[src/design/bstk_pkg.sv]
// Shared types and constants for the bounded stack core.
// Holds the command and status codes and the controller/datapath interface structs.
// No dependencies.
`timescale 1ns / 1ps
`default_nettype none

package bstk_pkg;

  localparam int unsigned DEPTH_DEF      = 64;
  localparam int unsigned DATA_WIDTH_DEF = 32;
  localparam int unsigned CMD_W          = 3;
  localparam int unsigned POS_W          = 7;
  localparam int unsigned CAP_W          = 7;
  localparam int unsigned IO_DATA_W      = 32;
  localparam logic [CAP_W-1:0] CAP_RESET = 7'd64;

  typedef enum logic [CMD_W-1:0] {
    CMD_PUSH    = 3'd0,
    CMD_POP     = 3'd1,
    CMD_PEEK    = 3'd2,
    CMD_CHANGE  = 3'd3,
    CMD_DISPLAY = 3'd4
  } cmd_t;

  typedef enum logic [1:0] {
    ST_OK        = 2'd0,
    ST_OVERFLOW  = 2'd1,
    ST_UNDERFLOW = 2'd2,
    ST_EMPTY     = 2'd3
  } status_t;

  typedef struct packed {
    logic    lat_in;
    logic    push_wr;
    logic    chg_wr;
    logic    rd_first;
    logic    rd_next;
    logic    pop_dec;
    logic    ld_out;
    status_t out_status;
    logic    out_use_mem;
    logic    out_last;
  } dp_ctl_t;

  typedef struct packed {
    cmd_t cmd;
    logic push_ovf;
    logic empty;
    logic pos_bad;
    logic disp_last;
    logic out_free;
  } dp_sts_t;

endpackage

`default_nettype wire

[src/design/bstk_ctrl.sv]
// Controller state machine for the bounded stack core.
// Drives datapath commands from datapath status; depends on bstk_pkg.
`timescale 1ns / 1ps
`default_nettype none

module bstk_ctrl
  import bstk_pkg::*;
(
  input  wire logic    clk,
  input  wire logic    rst_n,
  input  wire logic    in_valid,
  output logic         in_stall,
  input  wire dp_sts_t sts,
  output dp_ctl_t      ctl
);

  typedef enum logic [2:0] {
    S_IDLE = 3'b001,
    S_EXEC = 3'b010,
    S_RESP = 3'b100
  } state_t;

  state_t state_r;
  state_t state_nxt;

  always_ff @(posedge clk) begin
    if (!rst_n) begin
      state_r <= S_IDLE;
    end else begin
      state_r <= state_nxt;
    end
  end

  assign in_stall = (state_r != S_IDLE);

  always_comb begin
    state_nxt = state_r;
    ctl       = '0;
    ctl.out_status = ST_OK;
    unique case (state_r)
      S_IDLE: begin
        if (in_valid) begin
          ctl.lat_in = 1'b1;
          state_nxt  = S_EXEC;
        end
      end
      S_EXEC: begin
        unique case (sts.cmd)
          CMD_PUSH: begin
            if (sts.out_free) begin
              ctl.ld_out     = 1'b1;
              ctl.out_last   = 1'b1;
              ctl.out_status = sts.push_ovf ? ST_OVERFLOW : ST_OK;
              ctl.push_wr    = !sts.push_ovf;
              state_nxt      = S_IDLE;
            end
          end
          CMD_POP: begin
            if (sts.empty) begin
              if (sts.out_free) begin
                ctl.ld_out     = 1'b1;
                ctl.out_last   = 1'b1;
                ctl.out_status = ST_UNDERFLOW;
                state_nxt      = S_IDLE;
              end
            end else begin
              ctl.rd_first = 1'b1;
              state_nxt    = S_RESP;
            end
          end
          CMD_PEEK, CMD_CHANGE: begin
            if (sts.pos_bad) begin
              if (sts.out_free) begin
                ctl.ld_out     = 1'b1;
                ctl.out_last   = 1'b1;
                ctl.out_status = ST_UNDERFLOW;
                state_nxt      = S_IDLE;
              end
            end else begin
              ctl.rd_first = 1'b1;
              state_nxt    = S_RESP;
            end
          end
          CMD_DISPLAY: begin
            if (sts.empty) begin
              if (sts.out_free) begin
                ctl.ld_out     = 1'b1;
                ctl.out_last   = 1'b1;
                ctl.out_status = ST_EMPTY;
                state_nxt      = S_IDLE;
              end
            end else begin
              ctl.rd_first = 1'b1;
              state_nxt    = S_RESP;
            end
          end
          default: begin
            state_nxt = S_IDLE;
          end
        endcase
      end
      S_RESP: begin
        if (sts.out_free) begin
          ctl.ld_out      = 1'b1;
          ctl.out_use_mem = 1'b1;
          ctl.out_status  = ST_OK;
          ctl.pop_dec     = (sts.cmd == CMD_POP);
          ctl.chg_wr      = (sts.cmd == CMD_CHANGE);
          if ((sts.cmd == CMD_DISPLAY) && !sts.disp_last) begin
            ctl.rd_next  = 1'b1;
            ctl.out_last = 1'b0;
          end else begin
            ctl.out_last = 1'b1;
            state_nxt    = S_IDLE;
          end
        end
      end
      default: begin
        state_nxt = S_IDLE;
      end
    endcase
  end

endmodule

`default_nettype wire

[src/design/bstk_dp.sv]
// Datapath for the bounded stack core: stack memory, entry count, capacity
// register, latched command and the result register. Depends on bstk_pkg.
`timescale 1ns / 1ps
`default_nettype none

module bstk_dp
  import bstk_pkg::*;
#(
  parameter int unsigned DEPTH      = DEPTH_DEF,
  parameter int unsigned DATA_WIDTH = DATA_WIDTH_DEF
) (
  input  wire logic                        clk,
  input  wire logic                        rst_n,
  input  wire logic [CMD_W-1:0]            in_command,
  input  wire logic signed [IO_DATA_W-1:0] in_value,
  input  wire logic [POS_W-1:0]            in_position,
  output logic                             out_valid,
  input  wire logic                        out_stall,
  output logic [1:0]                       out_status,
  output logic signed [IO_DATA_W-1:0]      out_data,
  output logic                             out_last,
  input  wire logic                        cfg_wr_en,
  input  wire logic [CAP_W-1:0]            cfg_wr_data,
  input  wire dp_ctl_t                     ctl,
  output dp_sts_t                          sts
);

  localparam int unsigned AW    = $clog2(DEPTH);
  localparam int unsigned CNT_W = $clog2(DEPTH + 1);
  localparam logic [CAP_W-1:0] DEPTH_CAP = CAP_W'(DEPTH);

  logic [DATA_WIDTH-1:0] mem [DEPTH];

  logic [CMD_W-1:0]            cmd_r;
  logic signed [IO_DATA_W-1:0] value_r;
  logic [POS_W-1:0]            position_r;
  logic [CNT_W-1:0]            count_r;
  logic [CNT_W-1:0]            count_nxt;
  logic [CAP_W-1:0]            cap_r;
  logic [AW-1:0]               addr_r;
  logic [AW-1:0]               addr_nxt;
  logic [DATA_WIDTH-1:0]       rdata_r;
  logic                        out_valid_r;
  logic                        out_valid_nxt;
  logic [1:0]                  out_status_r;
  logic signed [IO_DATA_W-1:0] out_data_r;
  logic                        out_last_r;

  logic [CAP_W-1:0]      cap_eff;
  logic [POS_W-1:0]      count_ext;
  logic [POS_W-1:0]      pos_diff;
  logic [CNT_W-1:0]      top_idx;
  logic [AW-1:0]         first_addr;
  logic                  rd_en;
  logic                  wr_en;
  logic [AW-1:0]         wr_addr;
  logic [63:0]           val_ext;
  logic [63:0]           rd_ext;
  logic [DATA_WIDTH-1:0] wdata;

  assign cap_eff   = (cap_r > DEPTH_CAP) ? DEPTH_CAP : cap_r;
  assign count_ext = POS_W'(count_r);
  assign pos_diff  = count_ext - position_r;
  assign top_idx   = count_r - CNT_W'(1);
  assign first_addr = ((cmd_r == CMD_PEEK) || (cmd_r == CMD_CHANGE)) ?
                      pos_diff[AW-1:0] : top_idx[AW-1:0];

  assign rd_en    = ctl.rd_first | ctl.rd_next;
  assign addr_nxt = ctl.rd_first ? first_addr : (addr_r - AW'(1));

  assign wr_en   = ctl.push_wr | ctl.chg_wr;
  assign wr_addr = ctl.push_wr ? count_r[AW-1:0] : addr_r;
  assign val_ext = 64'(signed'(value_r));
  assign wdata   = val_ext[DATA_WIDTH-1:0];
  assign rd_ext  = 64'(signed'(rdata_r));

  assign sts.cmd       = cmd_t'(cmd_r);
  assign sts.push_ovf  = (CAP_W'(count_r) >= cap_eff);
  assign sts.empty     = (count_r == '0);
  assign sts.pos_bad   = (position_r == '0) || (position_r > count_ext);
  assign sts.disp_last = (addr_r == '0);
  assign sts.out_free  = !out_valid_r || !out_stall;

  always_comb begin
    count_nxt = count_r;
    if (ctl.push_wr) begin
      count_nxt = count_r + CNT_W'(1);
    end else if (ctl.pop_dec) begin
      count_nxt = count_r - CNT_W'(1);
    end
  end

  always_comb begin
    out_valid_nxt = out_valid_r;
    if (ctl.ld_out) begin
      out_valid_nxt = 1'b1;
    end else if (!out_stall) begin
      out_valid_nxt = 1'b0;
    end
  end

  always_ff @(posedge clk) begin
    if (!rst_n) begin
      count_r     <= '0;
      cap_r       <= CAP_RESET;
      out_valid_r <= 1'b0;
    end else begin
      count_r     <= count_nxt;
      out_valid_r <= out_valid_nxt;
      if (cfg_wr_en) begin
        cap_r <= cfg_wr_data;
      end
    end
  end

  always_ff @(posedge clk) begin
    if (ctl.lat_in) begin
      cmd_r      <= in_command;
      value_r    <= in_value;
      position_r <= in_position;
    end
    if (rd_en) begin
      addr_r <= addr_nxt;
    end
    if (ctl.ld_out) begin
      out_status_r <= ctl.out_status;
      out_data_r   <= ctl.out_use_mem ? signed'(rd_ext[IO_DATA_W-1:0]) : '0;
      out_last_r   <= ctl.out_last;
    end
  end

  always_ff @(posedge clk) begin
    if (wr_en) begin
      mem[wr_addr] <= wdata;
    end
    if (rd_en) begin
      rdata_r <= mem[addr_nxt];
    end
  end

  assign out_valid  = out_valid_r;
  assign out_status = out_status_r;
  assign out_data   = out_data_r;
  assign out_last   = out_last_r;

endmodule

`default_nettype wire

[src/design/bounded_stack_with_peek_and_change_core.sv]
// Top level of the bounded stack core with peek and change.
// Joins bstk_ctrl and bstk_dp; depends on bstk_pkg.
//
//   Channel  Direction  Handshake           Contents
//   in_      input      in_valid/in_stall   command, value, position
//   out_     output     out_valid/out_stall status, data, last
//   cfg_     input      cfg_wr_en           capacity
//
// Push and every error result go into the result register from the execute state.
// Pop, peek and change go on to the response state for the registered memory read.
// Display gives one result per cycle after the first read unless stalled, one per entry.
// Reset is synchronous, clears the count and the result valid flag, sets capacity to 64.
// A stalled result register holds the controller; a new input transfer is taken
// while a finished result still waits, once the previous command is done.
`timescale 1ns / 1ps
`default_nettype none

module bounded_stack_with_peek_and_change_core
  import bstk_pkg::*;
#(
  parameter int unsigned DEPTH      = DEPTH_DEF,
  parameter int unsigned DATA_WIDTH = DATA_WIDTH_DEF
) (
  input  wire logic                        clk,
  input  wire logic                        rst_n,
  input  wire logic                        in_valid,
  output logic                             in_stall,
  input  wire logic [CMD_W-1:0]            in_command,
  input  wire logic signed [IO_DATA_W-1:0] in_value,
  input  wire logic [POS_W-1:0]            in_position,
  output logic                             out_valid,
  input  wire logic                        out_stall,
  output logic [1:0]                       out_status,
  output logic signed [IO_DATA_W-1:0]      out_data,
  output logic                             out_last,
  input  wire logic                        cfg_wr_en,
  input  wire logic [CAP_W-1:0]            cfg_wr_data
);

  dp_ctl_t ctl;
  dp_sts_t sts;

  bstk_ctrl u_ctrl (
    .clk      (clk),
    .rst_n    (rst_n),
    .in_valid (in_valid),
    .in_stall (in_stall),
    .sts      (sts),
    .ctl      (ctl)
  );

  bstk_dp #(
    .DEPTH      (DEPTH),
    .DATA_WIDTH (DATA_WIDTH)
  ) u_dp (
    .clk         (clk),
    .rst_n       (rst_n),
    .in_command  (in_command),
    .in_value    (in_value),
    .in_position (in_position),
    .out_valid   (out_valid),
    .out_stall   (out_stall),
    .out_status  (out_status),
    .out_data    (out_data),
    .out_last    (out_last),
    .cfg_wr_en   (cfg_wr_en),
    .cfg_wr_data (cfg_wr_data),
    .ctl         (ctl),
    .sts         (sts)
  );

endmodule

`default_nettype wire

[config.mk]
export PLATFORM = sky130hd
export DESIGN_NAME = bounded_stack_with_peek_and_change_core
export DESIGN_NICKNAME = d
export VERILOG_FILES = /design/src/design/bstk_pkg.sv /design/src/design/bstk_ctrl.sv /design/src/design/bstk_dp.sv /design/src/design/bounded_stack_with_peek_and_change_core.sv
export SDC_FILE = /design/constraint.sdc
export NUM_CORES = 2
export LEC_CHECK = 0
export BUFFER_PORTS_ARGS = -buffer_cell sky130_fd_sc_hd__buf_2
export CAP_MARGIN = 20
export CORE_UTILIZATION = 53
export CTS_BUF_LIST = sky130_fd_sc_hd__clkbuf_8
export CTS_CLUSTER_DIAMETER = 60
export CTS_CLUSTER_SIZE = 28
export DETAILED_ROUTE_END_ITERATION = 8
export PLACE_DENSITY = 0.69
export SLEW_MARGIN = 40
export SYNTH_ARGS = -nofsm -noshare
export SYNTH_HDL_FRONTEND = slang
export SYNTH_HIERARCHICAL = 1
export SYNTH_SLANG_ARGS = --single-unit
[constraint.sdc]
create_clock -name clk -period 7.1 [get_ports clk]
set_clock_uncertainty 0.2 [all_clocks]
set_input_delay 0.71 -clock clk [delete_from_list [all_inputs] [get_ports clk]]
set_output_delay 0.71 -clock clk [all_outputs]
set_load 0.03 [all_outputs]
Yosys cells after proc, flatten, opt, wreduce, memory -nomap -nowiden --
Memory sizes are Yosys's and may differ from the RTL's. A register that Yosys moved wholly into a read port is not among the register bits. Index checks and enable logic that the tools add are counted.
Storage, ports and cells: memories kept 1, register bits after elaboration 101, word-level logic and storage cells 97, memory bits (writable) 2048
Memory list:
- u_dp.mem | depth 64, bits a word 32, rd ports 1, clocked after Yosys merged registers in 1, wr ports 1, RTL line bstk_dp.sv:32 | logic [DATA_WIDTH-1:0] mem [DEPTH];
Cells by class: $lt $le $gt $ge 3, reduce and logical (&&, ||, !) cells 16, bitwise operators 2, mux-type cells 48, eq/ne operators 12, add/subtract/negate cells 4
Operators by type and width (count):
- $mux 3 | 12
- $mux 7 | 4
- $mux 1 | 21
- $mux 6 | 3
- $pmux 3 s3 | 2
- $logic_not 7->1 | 2
- $pmux 3 s4 | 1
- $eq 3x2->1 const B | 3
- $add 7x1->7 const B | 1
- $ge 7x7->1 | 1
- $gt 7x7->1 | 1
- $gt 7x7->1 const B | 1
- $sub 7x1->7 const B | 1
- $eq 3x1->1 const B | 2
- $eq 3x3->1 const B | 2
- $logic_not 6->1 | 1
- $ne 2x2->1 const B | 3
- $pmux 3 s2 | 1
- $sub 6x1->6 const B | 1
- $sub 6x6->6 | 1
- $logic_not 1->1 | 4
- $pmux 1 s2 | 2
- $reduce_or 2->1 | 2
- $logic_not 3->1 | 1
- other kinds (9) | 12

Longest topological paths before layout --
word-level depth 10, gate-level depth with buffers 24, depth with buffers taken out 20

By module --
Netlist, hierarchy kept.
By module, submodules not included:
- bstk_dp | cells each 3770, times used 1, area an instance 84005.6 µm²
- bstk_ctrl | cells each 49, times used 1, area an instance 355.3 µm²

Worst setup path before layout --
OpenSTA, ideal clock, no wires.
path kind flip-flop to flip-flop, start register u_dp.count_r[0] (netlist: u_dp/count_ext[0]), end memory u_dp/mem[19][0] in the netlist's numbering, enable pin, setup time 421 ps, clock period less this slack 5051 ps, arrival 4430 ps, path slack 2049 ps, path buffers 3, stages on the path, launching flop included 19, cell sequence dfxtp_1 -> buf_2 -> inv_1 -> ha_1 -> nand2b_1 -> a21o_1 -> a21o_1 -> a21o_1 -> a21oi_1 -> nor2b_1 -> o21ai_0 -> nand2b_1 -> nor3_1 -> clkbuf_1 -> clkbuf_1 -> nand2_1 -> o21ai_0 -> nand2_1 -> nor2_1
RTL lines:
- from (decl) | RTL line bstk_dp.sv:37 | logic [CNT_W-1:0] count_r;
- from (signal assigned) | RTL line bstk_dp.sv:108 | count_r <= count_nxt;
- to (decl) | RTL line bstk_dp.sv:32

==> flow_summary_export.csv <==
group,metric,value,unit
routing,vias_per_cell,6.46,
critical_path,crit_chain,"ha_1 > nor2b_1 > o21ai_0 > a21boi_0 > o21a_1 > o21a_1 > o21a_1 > o22ai_1 > o41ai_1 > o32ai_1 > and2_1 > inv_1 > a211oi_1 > o21bai_4 > buf_8 > buf_12 > mux4_2 > and2_1 > a211oi_1 > a211oi_1 > buf_4 > or4_1",
critical_path,start_kind,"register",
die,dieArea,161000,um^2
final_layout,seqCellArea,65300,um^2
timing,finalMaxSlewViolations,0,
routing,wl_met1,82.7,mm
timing,max_freq,152,MHz
synthesis,syn_nets,3898,
critical_path,crit_type,"reg -> reg",
routing,drt_wl_total,209,mm
die,die_width,401,um
synthesis,ys_async_sr_fraction,0,
clock_tree,clkTransAtPathRegs,150,ps
final_layout,finalInstanceArea,93700,um^2
timing,slew_headroom,0.309,
critical_path,cp.required,7590,ps
final_layout,syn2layout_area_growth,11.1,%
routing,top_layer_used,"met5",
place,gp_congestion,0.870,
synthesis,synth-edff-count,2163,
routing,firstDrtPassIters,7,
job,maxCapViolCount,0,
power_and_ir_drop,clock_power_share,0.311,
critical_path,cpLargestDelayFamily,"compound AO/OA/AOI/OAI gates",
power_and_ir_drop,leakage,29.3,nW
global_route,grt_pass1_vias,40400,
critical_path,crit_path_top_delay_cell,"dfxtp_1",
synthesis,ys_top_cells_by_count,"2163 x edfxtp_1, 512 x mux4_2, 259 x a211oi_1, 158 x and2_1, 136 x mux2i_1",
routing,drc,0,
clock_tree,clkSinkCount,2181,
synthesis,ys_top_cells_by_area,"edfxtp_1 77%, mux4_2 14%, a211oi_1 2.3%",
synthesis,ys_seq_area_frac,0.774,
synthesis,synth.distinct_cells,63,
power_and_ir_drop,p_sw_frac,0.225,
synthesis,synth_top_flop_cell,"edfxtp_1",
power_and_ir_drop,seqPwrFrac,0.661,
clock_tree,ctsRootBufferMaster,"clkbuf_8",
clock_tree,cts_setup_buffers,0,
power_and_ir_drop,p_comb_frac,0.027,
clock_tree,hold_buffers,68,
synthesis,ys_seq_elements,2181,
worst_hold_path,hp-class,"in -> reg",
timing,worst_slew_pin_slew,1030,ps
clock_tree,cts_resized,0,
synthesis,avgSynthCellArea,22.1,um^2
synthesis,synth_most_common_cell,"edfxtp_1",
die,io_pins,91,
global_route,antenna_found_initial,15,
final_layout,fillers,11100,
run_status,outcome,"finished clean",
routing,wl_met2,97.9,mm
routing,via_count,41100,
power_and_ir_drop,p_total,21.5,mW
timing,rsz0062_at_grt,"no",
critical_path,worstSetupEndpointType,"register",
die,die_height,401,um
global_route,grt.overflow.total,0,
clock_tree,cts_buffers,136,
place,port_buffers,90,
place,hpwl,123,mm
critical_path,cp.arrival,7090,ps
synthesis,netlist_area,84400,um^2
timing,min_period_over_period,0.930,
critical_path,path_buf_inv,4,
global_route,grt_start_max_net_pins,65,
critical_path,cp_max_fo,27,
timing,hold_viol_final,0,
routing,wl_per_cell,32.9,um
critical_path,max_stage_delay,580,ps
final_layout,drive_above_1_share,0.286,
routing,drt_iter0_drc,5736,
routing,drtAntennaViolNets,0,
clock_tree,cts_buffer_depth,3,
power_and_ir_drop,intPower,16.7,mW
routing,route.met3.wl,22.3,mm
die,rows,146,
synthesis,yosys_warnings,6,
place,place_area,89700,um^2
power_and_ir_drop,power.density,230,nW/um^2
clock_tree,htreeDepth,4,
final_layout,multiInputGateArea,18600,um^2
synthesis,synthCells,3819,
power_and_ir_drop,switchingPower,4.84,mW
clock_tree,insertion_delay,980,ps
timing,setup_violations,0,
die,start_util,0.533,
synthesis,yosysTopAreaCell,"edfxtp_1",
power_and_ir_drop,ir_drop,209,uV
global_route,gr-usage-all-layers,0.262,
final_layout,nets,4256,
clock_tree,cts_tree,"yes",
die,core,158000,um^2
timing,fin_tns_setup,0,ps
timing,fin_crit,6600,ps
synthesis,synth_top_area_share,0.770,
global_route,grt_pass1_wl,298,mm
-- worst paths after layout --
check / startpoint / end / slack (ps) / cells after the start
worst max register to register: u_dp/count_ext[1] / u_dp/rdata_r[15] / 500 / 22
worst min register to register: u_dp/rdata_r[3] / u_dp/out_data[3] / 360 / 1
worst max-delay path: u_dp/count_ext[1] / u_dp/rdata_r[15] / 500 / 22
worst min-delay path: in_value[26] / u_dp/value_r[26] / 240 / 2
-- layer usage --
metal / vias to the layer above / GRT usage
met5: - / 0
met1: 21900 / 0.389
met2: 2150 / 0.399
met3: 287 / 0.0496
li1: 16800 / -
met4: 8 / 0.0833
-- power by group through the flow --
| stage | Clock, mW | Sequential, mW | Combinational (mW) |
|---|---|---|---|
| 2_1_floorplan | 0 | 14.7 | 0.138 |
| 3_3_place_gp | 0 | 14.5 | 0.516 |
| 3_5_place_dp | 0 | 14.5 | 0.540 |
| 4_1_cts | 6.81 | 14.2 | 0.570 |
| 5_1_grt | 7.22 | 14.2 | 0.618 |
| 6_report | 6.71 | 14.2 | 0.588 |
-- flip-flops by register name (all words and copies together), names as in the netlist --
register         cells
u_dp/mem          2048
u_dp/addr_r          6
u_dp/out_last        1
u_dp/value_r        32
u_dp/out_data       32
u_dp/cmd_r           3
u_dp/rdata_r        32
u_dp/count_ext       7
u_ctrl/state_r       3
u_dp/cap_r           7
u_dp/out_valid       1
u_dp/out_status      2
u_dp/position_r      7
-- stage by stage --
stage / instances / setup slack, ps / hold WS [ps] / util
final: 6364 / 500 / 241 / 0.592
after detailed placement: 6036 / 583 / 308 / 0.567
after global placement: 6025 / 433 / 293 / 0.565
after CTS: 6350 / 542 / 149 / 0.591
after floorplan: 3819 / 2050 / 274 / -
after global routing: 6361 / 253 / 167 / 0.592
-- logic make-up (layout without fill, tap and decap cells) --
kind of cell / after synthesis / count (layout) / share of synthesized area
AO/OA/AOI/OAI: 325 / 325 / 0.0288
XOR/XNOR: 14 / 14 / 0.00145
adder cells (fa/ha/maj): 25 / 25 / 0.00380
buffers and inverters: 243 / 709 / 0.0134
flip-flops: 2181 / 2181 / 0.774
multiplexers: 650 / 650 / 0.153
other: 0 / 7 / 0
AND/OR/NAND/NOR: 381 / 381 / 0.0253
-- final cells by class --
class / instances / share of cell area
clock buffers: 137 / 0.0201
clock inverters: 109 / 0.0132
inverters: 27 / 0.00116
diodes: 7 / 0.000187
flip-flops and latches: 2181 / 0.697
multi-input cells: 1395 / 0.198
well taps: 2072 / 0.0277
repair buffers: 436 / 0.0426
-- cell usage in the layout (no fill, tap or decap), drive strengths merged, types with 4 or more instances in the layout --
master / netlist / routed
o21a: 8 / 8
a21oi: 9 / 9
dlygate4sd3: 0 / 68
nor2: 80 / 80
nor3: 6 / 6
xnor2: 13 / 13
a211oi: 259 / 259
ha: 24 / 24
a21o: 6 / 6
inv: 27 / 83
bufinv: 0 / 6
or3: 4 / 4
and3: 4 / 4
nand2: 46 / 46
nor2b: 16 / 16
clkinvlp: 0 / 15
nor3b: 5 / 5
o21ai: 12 / 12
or4: 33 / 33
edfxtp: 2163 / 2163
mux2i: 136 / 136
nand3: 6 / 6
dfxtp: 18 / 18
and2: 164 / 164
mux4: 512 / 512
nand2b: 5 / 5
buf: 119 / 368
clkinv: 0 / 32
clkbuf: 97 / 137
diode: 0 / 7
(Power assumes the default switching activity.)
